`config.mk`:
```
export PLATFORM = sky130hd
export DESIGN_NAME = cvba_ctrl
export DESIGN_NICKNAME = d
export VERILOG_FILES = /design/src/hdl/cvba_pkg.sv /design/src/hdl/cvba_ctrl.sv
export SDC_FILE = /design/constraint.sdc
export NUM_CORES = 1
export LEC_CHECK = 0
export ABC_AREA = 1
export BUFFER_PORTS_ARGS = -buffer_cell sky130_fd_sc_hd__buf_2
export CAP_MARGIN = 10
export CORE_MARGIN = 1.5
export CORE_UTILIZATION = 40
export DETAILED_ROUTE_END_ITERATION = 7
export PLACE_DENSITY = 0.7
export RECOVER_POWER = 100
export SETUP_SLACK_MARGIN = 0.15
export SYNTH_ARGS = -nofsm -noshare
export SYNTH_HDL_FRONTEND = slang
export SYNTH_SLANG_ARGS = --single-unit
```
`constraint.sdc`:
```
create_clock -name clk_i -period 2.1 [get_ports clk_i]
set_clock_uncertainty 0.15 [all_clocks]
set_input_delay 0 -clock clk_i [delete_from_list [all_inputs] [get_ports clk_i]]
set_output_delay 0 -clock clk_i [all_outputs]
set_load 0.02 [all_outputs]
```
`src/hdl/cvba_pkg.sv`:
```
// shared types and constants for the calibrated voltage block averager
package cvba_pkg;

  localparam int DATA_W     = 32;
  localparam int SAMPLE_W   = 16;
  localparam int AVG_LOG2_W = 4;
  localparam int BLANK_W    = 6;
  localparam int CFG_IDX_W  = 3;
  localparam int NUM_CH_MAX = 3;
  localparam int CH_IDX_W   = 2;

  localparam int DEF_CHANNELS     = 3;
  localparam int DEF_BLANK_ITEMS  = 60;
  localparam int DEF_MAX_AVG_LOG2 = 10;
  localparam int DEF_MIN_START    = 0;
  localparam int DEF_MAX_START    = 39321600;

  typedef enum logic [1:0] {
    OP_PUSH    = 2'd0,
    OP_CLR_MIN = 2'd1,
    OP_CLR_MAX = 2'd2
  } op_e;

  typedef struct packed {
    logic [1:0]          operation;
    logic [SAMPLE_W-1:0] sample_0;
    logic [SAMPLE_W-1:0] sample_1;
    logic [SAMPLE_W-1:0] sample_2;
    logic [SAMPLE_W-1:0] supply_scale;
  } in_item_t;

  typedef struct packed {
    logic [NUM_CH_MAX-1:0]    new_mask;
    logic signed [DATA_W-1:0] inst_0;
    logic signed [DATA_W-1:0] inst_1;
    logic signed [DATA_W-1:0] inst_2;
    logic signed [DATA_W-1:0] max_0;
    logic signed [DATA_W-1:0] max_1;
    logic signed [DATA_W-1:0] max_2;
    logic signed [DATA_W-1:0] min_0;
    logic signed [DATA_W-1:0] min_1;
    logic signed [DATA_W-1:0] min_2;
  } out_item_t;

  // controller to datapath
  typedef struct packed {
    logic                capture;
    logic                blank_dec;
    logic                clear_min;
    logic                clear_max;
    logic                mask_clr;
    logic                load_prod;
    logic                load_full;
    logic                load_f;
    logic                acc_en;
    logic                avg_en;
    logic                zero_en;
    logic                out_load;
    logic [CH_IDX_W-1:0] ch;
  } cmd_t;

  // datapath to controller
  typedef struct packed {
    logic [1:0] op;
    logic       blank_zero;
    logic       single_mode;
  } status_t;

endpackage

```
`src/hdl/cvba_ctrl.sv`:
```
// sequencing state machine: dispatches an item and walks the channels
module cvba_ctrl #(
  parameter int Channels = cvba_pkg::DEF_CHANNELS
) (
  input  logic              clk_i,
  input  logic              rst_ni,
  input  logic              in_valid_i,
  output logic              in_ready_o,
  output logic              out_valid_o,
  input  logic              out_ready_i,
  input  cvba_pkg::status_t status_i,
  output cvba_pkg::cmd_t    cmd_o
);
  import cvba_pkg::*;

  localparam int NumCh = (Channels < NUM_CH_MAX) ? Channels : NUM_CH_MAX;
  localparam logic [CH_IDX_W-1:0] LastCh = CH_IDX_W'(NumCh - 1);

  typedef enum logic [3:0] {
    ST_IDLE,
    ST_DISPATCH,
    ST_MUL,
    ST_GAIN,
    ST_CAL,
    ST_ACC,
    ST_AVG,
    ST_ZERO,
    ST_OUT
  } state_e;

  state_e              state_q, state_d;
  logic [CH_IDX_W-1:0] ch_q, ch_d;
  logic                out_valid_q, out_valid_d;

  always_comb begin
    cmd_o       = '0;
    cmd_o.ch    = ch_q;
    state_d     = state_q;
    ch_d        = ch_q;
    out_valid_d = out_valid_q && !out_ready_i;
    unique case (state_q)
      ST_IDLE: begin
        if (in_valid_i) begin
          cmd_o.capture = 1'b1;
          state_d       = ST_DISPATCH;
        end
      end
      ST_DISPATCH: begin
        cmd_o.mask_clr = 1'b1;
        ch_d           = '0;
        priority if (status_i.op == OP_PUSH) begin
          if (!status_i.blank_zero) begin
            cmd_o.blank_dec = 1'b1;
            state_d         = ST_OUT;
          end else begin
            state_d = ST_MUL;
          end
        end else if (status_i.op == OP_CLR_MIN) begin
          cmd_o.clear_min = 1'b1;
          state_d         = ST_OUT;
        end else if (status_i.op == OP_CLR_MAX) begin
          cmd_o.clear_max = 1'b1;
          state_d         = ST_OUT;
        end else begin
          state_d = ST_OUT;
        end
      end
      ST_MUL: begin
        cmd_o.load_prod = 1'b1;
        state_d         = ST_GAIN;
      end
      ST_GAIN: begin
        cmd_o.load_full = 1'b1;
        state_d         = ST_CAL;
      end
      ST_CAL: begin
        cmd_o.load_f = 1'b1;
        state_d      = ST_ACC;
      end
      ST_ACC: begin
        cmd_o.acc_en = 1'b1;
        state_d      = ST_AVG;
      end
      ST_AVG, ST_ZERO: begin
        cmd_o.avg_en  = (state_q == ST_AVG);
        cmd_o.zero_en = (state_q == ST_ZERO);
        if (ch_q == LastCh) begin
          state_d = ST_OUT;
        end else begin
          // channels above 0 are forced to zero in two-wire mode
          ch_d    = ch_q + CH_IDX_W'(1);
          state_d = status_i.single_mode ? ST_ZERO : ST_MUL;
        end
      end
      ST_OUT: begin
        if (!out_valid_q || out_ready_i) begin
          cmd_o.out_load = 1'b1;
          out_valid_d    = 1'b1;
          state_d        = ST_IDLE;
        end
      end
      default: state_d = ST_IDLE;
    endcase
  end

  always_ff @(posedge clk_i or negedge rst_ni) begin
    if (!rst_ni) begin
      state_q     <= ST_IDLE;
      ch_q        <= '0;
      out_valid_q <= 1'b0;
    end else begin
      state_q     <= state_d;
      ch_q        <= ch_d;
      out_valid_q <= out_valid_d;
    end
  end

  assign in_ready_o  = (state_q == ST_IDLE);
  assign out_valid_o = out_valid_q;

endmodule

```
==> reports/metrics.yaml, run 1 <==
run_status:
  status: "finished clean"
clocking:
  numClockSinks: 7
  cts_tree: "done"
  cts.path.max_buffers: 2
  path_clk_slew_ns: 0.05
  postCtsSetupRepairBufs: 0
  worstSkewPairLatency_ns: 0.25
  cts-root-buf: "sky130_fd_sc_hd__clkbuf_4"
  cts_h_tree_depth: 1
  cts-buffers-inserted: 3
routing:
  route.vias.total: 558
  final_antenna_net_count: 0
  drt-total-wl_um: 1190
  drc_errors_left: 0
  viasPerCell: 4.57
  per_cell_routed_wire_length_um: 9.75
  drt_first_iter_violations: 13
  drt_pass1_iterations: 4
placement:
  dp_worst_setup_slack_ns: 0.801
  port-buffer-count: 23
  sum_of_net_half_perimeters_after_detailed_placement_um: 927
  globalplace.congestion: 0.808
  dp_cells: 112
  placedInstanceArea_um2: 657
final_layout:
  drive_gt1_frac: 0.185
  syn_to_final_growth_pct: 37.0
  fillerInstances: 111
  num_antenna_cells: 0
  fin_area_um2: 718
  instances_no_fill: 122
  nNetsFinal: 118
sta:
  post-route-min-period_ns: 1.61
  final_max_slew_viol_count: 0
  worst_pin_slew_ns: 0.335
  layout_worst_path_cycle_share: 0.767
  finalSetupTns_ns: 0
  finalWorstSetupSlack_ns: 0.489
  report.final.setup_viol: 0
  slew_limit_headroom: 0.776
  fmaxAchievable_mhz: 621
  hold_slack_ns: 0.0518
  setup_repair_after_global_routing_missed_its_margin: "false"
  timing.final.hold_violations: 0
power:
  internal_power_mw: 0.365
  power.share.sequential: 0.283
  vdd_drop_max_v: 0.000455
  leakagePower_nw: 0.387
  power.switching_fraction: 0.504
  relative_contribution_of_combinational_cells_to_total_power: 0.551
  clockPowerShare: 0.166
  pwr_density_cell_mw_per_mm2: 1030
  total_switching_power_mw: 0.372
floorplan:
  initial_standard_cell_utilization_of_the_core: 0.453
  die_boundary_width_um: 39.2
  floorplan.io_pins: 24
  die_h_um: 39.2
  fp.coreArea_mm2: 0.00116
  num_rows: 12
  floorplan.die_area_mm2: 0.00154
logic_synthesis:
  synth_top_family_by_area: "simple AND/OR/NAND/NOR gates"
  leading_area_contributor_after_synthesis: "sky130_fd_sc_hd__dfrtp_1"
  synth_fa_ha_area_frac: 0.0239
  postSynthAreaPerCell_um2: 6.99
  multiplexer_area_fraction_after_synthesis: 0
  ys.warnings.count: 0
  synth_area_leaders: "sky130_fd_sc_hd__dfrtp_1 33%, sky130_fd_sc_hd__inv_1 12%, sky130_fd_sc_hd__nand3_1 8.6%"
  synth.net_count: 84
  synth_seq_cells: 7
  synth-xor-area-share: 0
  post_synth_and_or_nand_nor_area_fraction: 0.453
  synth.distinct_cells: 19
  synth-seq-area-share: 0.334
  synth_top_area_share: 0.334
  netlist_instances: 75
  synth_compound_area_frac: 0.0358
  netlist_area_um2: 524
setup_path:
  crit_path_max_fanout: 7
  critPathRequiredTime_ns: 1.95
  crit_type: "reg -> out"
  timing.critical_path.to_type: "primary output"
  critPathLaunchType: "flip-flop"
  arrival_ns: 1.46
global_routing:
  grtUsageTotal: 0.188
  grt_pass1_vias: 460
  grt_first_pass_wirelength_um: 1840
  initial_antenna_violation_count: 0
  grt_max_degree: 8
  aggregate_global_routing_overflow: 0
hold_path:
  hold_path.class: "in -> reg"
job:
  max_cap_viol_count: 0
-- state kept, by name, indices dropped and copies added (netlist names) --
| register | count |
|---|---|
| ch_q | 2 |
| out_valid_o | 1 |
| state_q | 4 |
-- synthesized netlist by cell type --
library cell,count
sky130_fd_sc_hd__nor2_2,1
sky130_fd_sc_hd__o21ai_0,1
sky130_fd_sc_hd__inv_1,17
sky130_fd_sc_hd__nand2_2,2
sky130_fd_sc_hd__nand4_1,3
sky130_fd_sc_hd__a31oi_1,1
sky130_fd_sc_hd__inv_2,2
sky130_fd_sc_hd__nor2_8,1
sky130_fd_sc_hd__inv_6,1
sky130_fd_sc_hd__nor3_2,2
sky130_fd_sc_hd__o211ai_1,1
sky130_fd_sc_hd__dfrtp_1,7
sky130_fd_sc_hd__nand2_1,11
sky130_fd_sc_hd__nor3_1,3
sky130_fd_sc_hd__ha_1,1
sky130_fd_sc_hd__nand2_4,1
sky130_fd_sc_hd__nand3_2,1
sky130_fd_sc_hd__nor2_1,10
sky130_fd_sc_hd__nand3_1,9
-- final cells by class --
| cell class | count | area, µm² | area share |
|---|---|---|---|
| tap | 14 | 17.5 | 0.0244 |
| sequential | 7 | 175 | 0.244 |
| clock buffer | 4 | 26.3 | 0.0366 |
| multi-input combinational | 48 | 264 | 0.368 |
| inverter | 20 | 80.1 | 0.111 |
| timing repair buffer | 29 | 155 | 0.216 |
-- final timing paths --
path | slack [ns] | depth (start not counted) | end | start
max | 0.49 | 4 | cmd_o[2] | state_q[1]
min | 0.05 | 5 | state_q[3] | status_i[3]
max reg2reg | 0.79 | 5 | state_q[0] | state_q[1]
min reg2reg | 0.39 | 2 | ch_q[1] | ch_q[1]
max in group asynchronous | 0.99 | 3 | ch_q[0] | rst_ni
min in group asynchronous | 0.55 | 3 | state_q[2] | rst_ni
-- repair_timing --
item                      4_1_cts  5_1_grt
resized for setup               0        0
hold endpoints to repair       12        0
hold buffers                    6        0
-- per-layer routing --
layer,up-vias,track usage,part of all wire
li1,300,-,-
met1,241,0.217,0.48
met2,17,0.296,0.47
met3,0,0.104,0.055
met4,0,0.0517,0
met5,-,0,0
-- power by group through the flow --
stage          registers (mW)  clock network (mW)  logic [mW]
2_1_floorplan           0.220                   0       0.297
4_1_cts                 0.209               0.128       0.425
5_1_grt                 0.215               0.139       0.452
6_report                0.209               0.122       0.406
3_3_place_gp            0.210                   0       0.408
3_5_place_dp            0.211                   0       0.415
-- cells by family after synthesis --
family          Yosys count
flops                     7
compound gates            3
fa+ha+maj                 1
buf+inv                  20
simple gates             44
-- placed cells by master, fill, tap and decap left out, drive strengths merged --
cell         synthesis  layout
inv                 20      20
clkbuf               0      20
nand2               14      14
nor2                12      12
nand3               10      10
dfrtp                7       7
buf                  0       7
dlygate4sd3          0       6
nor3                 5       5
nand4                3       3
o21ai                1       1
o211ai               1       1
a31oi                1       1
ha                   1       1
-- per-stage QoR --
step / total power, mW / utilization
floorplan: 0.516 / -
global placement: 0.618 / 0.568
CTS: 0.762 / 0.643
global route: 0.806 / 0.621
detailed placement: 0.626 / 0.568
finish: 0.737 / 0.621
-- worst max-delay path, cell delays in order (launching register included) --
cell                       delay, ns
sky130_fd_sc_hd__dfrtp_1        0.45
sky130_fd_sc_hd__nor2_1         0.29
sky130_fd_sc_hd__nand3_1        0.14
sky130_fd_sc_hd__nor2_1         0.10
sky130_fd_sc_hd__clkbuf_1       0.23
No activity file was read; power rests on OpenSTA's default activity.
==> run 2, diff against run 1 <==
CORE_UTILIZATION = 39   (was 40)
PLACE_DENSITY = 0.71   (was 0.7)
clock period = 1.43 ns   (was 2.1 ns; I/O delays follow)
==> run 2 against run 1 <==
The run now ends with negative setup slack left. Critical path depth is 2 higher. Routed wire length grew 37%. Register-to-register slack got worse by 0.72 ns. Clock power increased by 46%. Power is 98% higher. Combinational power is 140% higher. Flip-flop and latch count unchanged. Worst hold slack improved by 0.015 ns.
==> reports/metrics.yaml, run 2 (synthesis gave the netlist of run 1 again) <==
sta:
  final_max_slew_viol_count: 0
  setup_repair_after_global_routing_missed_its_margin: "true"
  hold_slack_ns: 0.0669
  layout_worst_path_cycle_share: 1.03
  post-route-min-period_ns: 1.47
  worst_pin_slew_ns: 0.347
  finalSetupTns_ns: -0.0810
  finalWorstSetupSlack_ns: -0.0406
  report.final.setup_viol: 4
  slew_limit_headroom: 0.768
  timing.final.hold_violations: 0
  fmaxAchievable_mhz: 680
setup_path:
  worstRegToRegCells: 7
  arrival_ns: 1.32
  critPathRequiredTime_ns: 1.28
  crit_path_max_fanout: 4
  worst_r2r_endpoint: "state_q[3]"
  setup.reg_to_reg.worst_slack_ns: 0.07
  critPathLaunchType: "flip-flop"
  critical_path.cell_chain: "inv_4 > nand2_4 > nor2_8 > inv_6 > nor3_2 > buf_4"
  crit_type: "reg -> out"
  cp_slowest_cell: "sky130_fd_sc_hd__dfrtp_2"
  worst_path_largest_cell_delay_ns: 0.44
  worst_r2r_startpoint: "state_q[1]"
  cpLargestDelayFamily: "flip-flops"
  cp.buffers_inverters: 3
  timing.critical_path.to_type: "primary output"
routing:
  drt_pass1_iterations: 4
  final_antenna_net_count: 0
  drt_first_iter_violations: 9
  drc_errors_left: 0
  drt-total-wl_um: 1630
  route.vias.total: 666
  viasPerCell: 4.86
  per_cell_routed_wire_length_um: 11.9
floorplan:
  die_h_um: 39.7
  num_rows: 13
  floorplan.die_area_mm2: 0.00157
  initial_standard_cell_utilization_of_the_core: 0.413
  floorplan.io_pins: 24
  die_boundary_width_um: 39.7
  fp.coreArea_mm2: 0.00127
final_layout:
  most_frequent_standard_cell_in_the_layout_excluding_fill_and_tap_cells: "sky130_fd_sc_hd__buf_4"
  syn_to_final_growth_pct: 82.8
  num_antenna_cells: 0
  instances_no_fill: 137
  drive_gt1_frac: 0.533
  registers.top_by_ff_count: "state_q"
  most-common-layout-cells: "18 x sky130_fd_sc_hd__buf_4, 15 x sky130_fd_sc_hd__inv_1, 11 x sky130_fd_sc_hd__nand2_1"
  final-seq-area_um2: 180
  multi_input_area_um2: 325
  nNetsFinal: 132
  max_reg_flops: 4
  fillerInstances: 92
clocking:
  numClockSinks: 7
  cts-root-buf: "sky130_fd_sc_hd__clkbuf_4"
  worstSkewPairLatency_ns: 0.25
  cts_h_tree_depth: 1
  cts.path.max_buffers: 2
  cts_tree: "done"
  cts-buffers-inserted: 3
  path_clk_slew_ns: 0.05
global_routing:
  grt_first_pass_wirelength_um: 2350
  grtUsageTotal: 0.226
  initial_antenna_violation_count: 0
  grt_pass1_vias: 588
  grt_max_degree: 8
  aggregate_global_routing_overflow: 0
placement:
  dp_cells: 113
  sum_of_net_half_perimeters_after_detailed_placement_um: 966
  port-buffer-count: 23
  globalplace.congestion: 0.770
hold_path:
  holdPathEnd: "state_q[1]"
  hold_start: "status_i[3]"
  hold_depth: 6
  hold_path.class: "in -> reg"
run_status:
  status: "complete, but fails checks"
  violated_checks: "negative setup slack"
job:
  max_cap_viol_count: 0
power:
  leakagePower_nw: 0.519
  pwr_density_cell_mw_per_mm2: 1530
  power_mw: 1.46
  vdd_drop_max_v: 0.000922
-- run 2: cell count changes in the layout (fill, tap and decap cells not counted), sizes merged --
cell / delta
clkinv: +1
buf: +27
clkbuf: -14
-- run 2: how the worst max path moves through the flow --
stage	from	depth (start not counted)	end	slack, ns
floorplan	state_q[1]	5	cmd_o[12]	0.15
global placement	state_q[1]	6	cmd_o[11]	0.16
detailed placement	state_q[3]	6	cmd_o[11]	0.15
CTS	state_q[3]	6	cmd_o[11]	-0.04
global route	state_q[2]	6	cmd_o[10]	-0.10
finish	state_q[1]	6	cmd_o[11]	-0.04
-- run 2: repair_timing --
item                                    in CTS  in global routing
endpoints found under the setup margin      14                 17
hold endpoints to repair                    12                  0
hold buffers                                 6                  0
gates resized for setup                     24                 10
pin swaps                                    7                  8
buffers inserted                             8                  6
-- run 2: metrics by stage --
| stage | setup slack, ns | cell area, µm² | utilization |
|---|---|---|---|
| 2_1_floorplan | 0.152 | 533 | - |
| 3_3_place_gp | 0.164 | 667 | 0.526 |
| 3_5_place_dp | 0.151 | 667 | 0.526 |
| 4_1_cts | -0.0357 | 882 | 0.695 |
| 5_1_grt | -0.101 | 958 | 0.755 |
| 6_report | -0.0406 | 958 | 0.755 |
-- run 2: area by class of cell --
| class | instances | area share |
|---|---|---|
| well taps | 15 | 0.0196 |
| multi-input cells | 48 | 0.339 |
| clock buffers | 3 | 0.0235 |
| repair buffers | 43 | 0.338 |
| clock inverters | 1 | 0.00522 |
| flip-flops and latches | 7 | 0.188 |
| inverters | 20 | 0.0862 |
-- run 2: power by group --
part           switching (mW)  total, mW  leakage (nW)  internal, mW
logic                   0.542      0.966         0.413         0.424
clock network          0.0760      0.178        0.0177         0.102
registers              0.0644      0.318        0.0881         0.253
total                   0.683       1.46         0.519         0.780
-- run 2: worst reg2reg max path: cells and delay by family (launching register included) --
| kind | cells | cell delay (ns) |
|---|---|---|
| buffers and inverters | 3 | 0.31 |
| and+or+nand+nor | 3 | 0.27 |
| DFF | 1 | 0.44 |
| AOI/OAI and AO/OA | 1 | 0.11 |
-- run 2: routing by layer --
| metal | global-route usage | vias to the layer above | wire (µm) | part of all wire |
|---|---|---|---|---|
| met2 | 0.422 | 25 | 925 | 0.57 |
| li1 | - | 330 | - | - |
| met5 | 0 | - | 0 | 0 |
| met1 | 0.253 | 308 | 600 | 0.37 |
| met4 | 0.0517 | 0 | 13 | 0.0080 |
| met3 | 0.0511 | 3 | 88 | 0.054 |
==> run 3, diff against run 2 <==
CTS_CLUSTER_SIZE = 14   (was default)
SKIP_CTS_REPAIR_TIMING = 1   (was default)
==> run 3 against run 2 <==
The run ends with negative hold slack, negative setup slack left. Global-route usage is 5.1 points lower. First-iteration DRC count increased by 140%. Critical path type unchanged. Non-clock buffer count is 5 lower.
==> reports/metrics.yaml, run 3 (synthesis gave the netlist of run 1 again) <==
setup_path:
  arrival_ns: 1.35
  crit_path_max_fanout: 4
  cp.buffers_inverters: 3
  cpLargestDelayFamily: "flip-flops"
  worst_path_largest_cell_delay_ns: 0.41
  critPathRequiredTime_ns: 1.28
  crit_type: "reg -> out"
  critPathLaunchType: "flip-flop"
  timing.critical_path.to_type: "primary output"
  critical_path.cell_chain: "inv_2 > nand2_4 > nor2_8 > inv_6 > nor3_2 > buf_4"
  cp_slowest_cell: "sky130_fd_sc_hd__dfrtp_1"
floorplan:
  floorplan.die_area_mm2: 0.00157
  floorplan.io_pins: 24
  fp.coreArea_mm2: 0.00127
  num_rows: 13
  initial_standard_cell_utilization_of_the_core: 0.413
  die_h_um: 39.7
  die_boundary_width_um: 39.7
routing:
  per_cell_routed_wire_length_um: 11.7
  viasPerCell: 4.80
  drc_errors_left: 0
  drt-total-wl_um: 1540
  drt_pass1_iterations: 4
  final_antenna_net_count: 0
  route.vias.total: 634
  drt_first_iter_violations: 22
final_layout:
  num_antenna_cells: 0
  max_reg_flops: 4
  fillerInstances: 110
  syn_to_final_growth_pct: 73.0
  nNetsFinal: 127
  most-common-layout-cells: "18 x sky130_fd_sc_hd__buf_4, 15 x sky130_fd_sc_hd__inv_1, 11 x sky130_fd_sc_hd__buf_2"
  most_frequent_standard_cell_in_the_layout_excluding_fill_and_tap_cells: "sky130_fd_sc_hd__buf_4"
  drive_gt1_frac: 0.538
  final_core_utilization: 0.715
  fin_area_um2: 907
  registers.top_by_ff_count: "state_q"
clocking:
  numClockSinks: 7
  cts_h_tree_depth: 1
  cts.path.max_buffers: 2
  cts_tree: "done"
  path_clk_slew_ns: 0.06
  worstSkewPairLatency_ns: 0.26
  cts-root-buf: "sky130_fd_sc_hd__clkbuf_4"
  cts-buffers-inserted: 3
sta:
  finalWorstSetupSlack_ns: -0.0711
  slew_limit_headroom: 0.772
  report.final.setup_viol: 5
  layout_worst_path_cycle_share: 1.05
  timing.final.hold_violations: 2
  worst_pin_slew_ns: 0.341
  hold_slack_ns: -0.0248
  setup_repair_after_global_routing_missed_its_margin: "true"
  final_max_slew_viol_count: 0
  fmaxAchievable_mhz: 666
  post-route-min-period_ns: 1.50
global_routing:
  grt_first_pass_wirelength_um: 1820
  grt_max_degree: 8
  aggregate_global_routing_overflow: 0
  initial_antenna_violation_count: 0
  grtUsageTotal: 0.175
  grt_pass1_vias: 441
run_status:
  status: "complete, but fails checks"
  violated_checks: "negative hold slack, negative setup slack"
placement:
  sum_of_net_half_perimeters_after_detailed_placement_um: 966
  globalplace.congestion: 0.770
  port-buffer-count: 23
  placedInstanceArea_um2: 667
power:
  vdd_drop_max_v: 0.000655
  leakagePower_nw: 0.501
  pwr_density_cell_mw_per_mm2: 1530
job:
  max_cap_viol_count: 0
hold_path:
  hold_path.class: "in -> reg"
[run 3: worst paths after layout]
path                        startpoint           to  slack, ns  depth (start not counted)
setup reg to reg            state_q[2]      ch_q[1]       0.08                          7
min in group asynchronous       rst_ni      ch_q[1]       0.55                          3
hold reg to reg            out_valid_o  out_valid_o       0.41                          2
max in group asynchronous       rst_ni   state_q[0]       0.30                          3
setup / recovery            state_q[2]    cmd_o[11]      -0.07                          6
hold / removal             status_i[1]   state_q[1]      -0.02                          5
[run 3: through the flow]
step	hold WS, ns	std cells	power (mW)	setup slack (ns)	setup TNS [ns]
floorplan	-0.446	75	0.769	0.152	0
CTS	-0.577	117	1.11	-0.139	-0.688
global placement	-0.307	113	0.916	0.164	0
global route	0.0152	132	1.49	-0.144	-0.879
finish	-0.0248	132	1.39	-0.0711	-0.207
detailed placement	-0.302	113	0.930	0.151	0
[run 3: worst register-to-register path, cell delays in order (launching register included)]
cell and delay (ns):
sky130_fd_sc_hd__dfrtp_1 0.41, sky130_fd_sc_hd__inv_2 0.13, sky130_fd_sc_hd__nand2_4 0.09, sky130_fd_sc_hd__nor2_8 0.15
sky130_fd_sc_hd__inv_6 0.06, sky130_fd_sc_hd__buf_4 0.15, sky130_fd_sc_hd__nand3_1 0.06, sky130_fd_sc_hd__nand2_1 0.05
[run 3: metal layers]
layer	vias up	wire length (µm)	global-route usage	share of wire
met5	-	0	0	0
met4	0	19	0.0517	0.012
met3	4	122	0.0511	0.079
met2	33	796	0.270	0.52
met1	279	605	0.233	0.39
li1	318	-	-	-
[run 3: layout make-up]
class | count | area (µm²) | share of cell area
Tap cell | 15 | 18.8 | 0.0207
Clock buffer | 3 | 22.5 | 0.0248
Sequential cell | 7 | 180 | 0.199
Multi-Input combinational cell | 48 | 328 | 0.361
Timing Repair Buffer | 38 | 273 | 0.301
Clock inverter | 1 | 5.00 | 0.00552
Inverter | 20 | 80.1 | 0.0883
[run 3: power by group]
part	internal (mW)	switching (mW)	leakage (nW)	total (mW)
combinational	0.371	0.522	0.396	0.893
sequential	0.253	0.0590	0.0881	0.312
clock	0.103	0.0808	0.0177	0.183
total	0.726	0.662	0.501	1.39
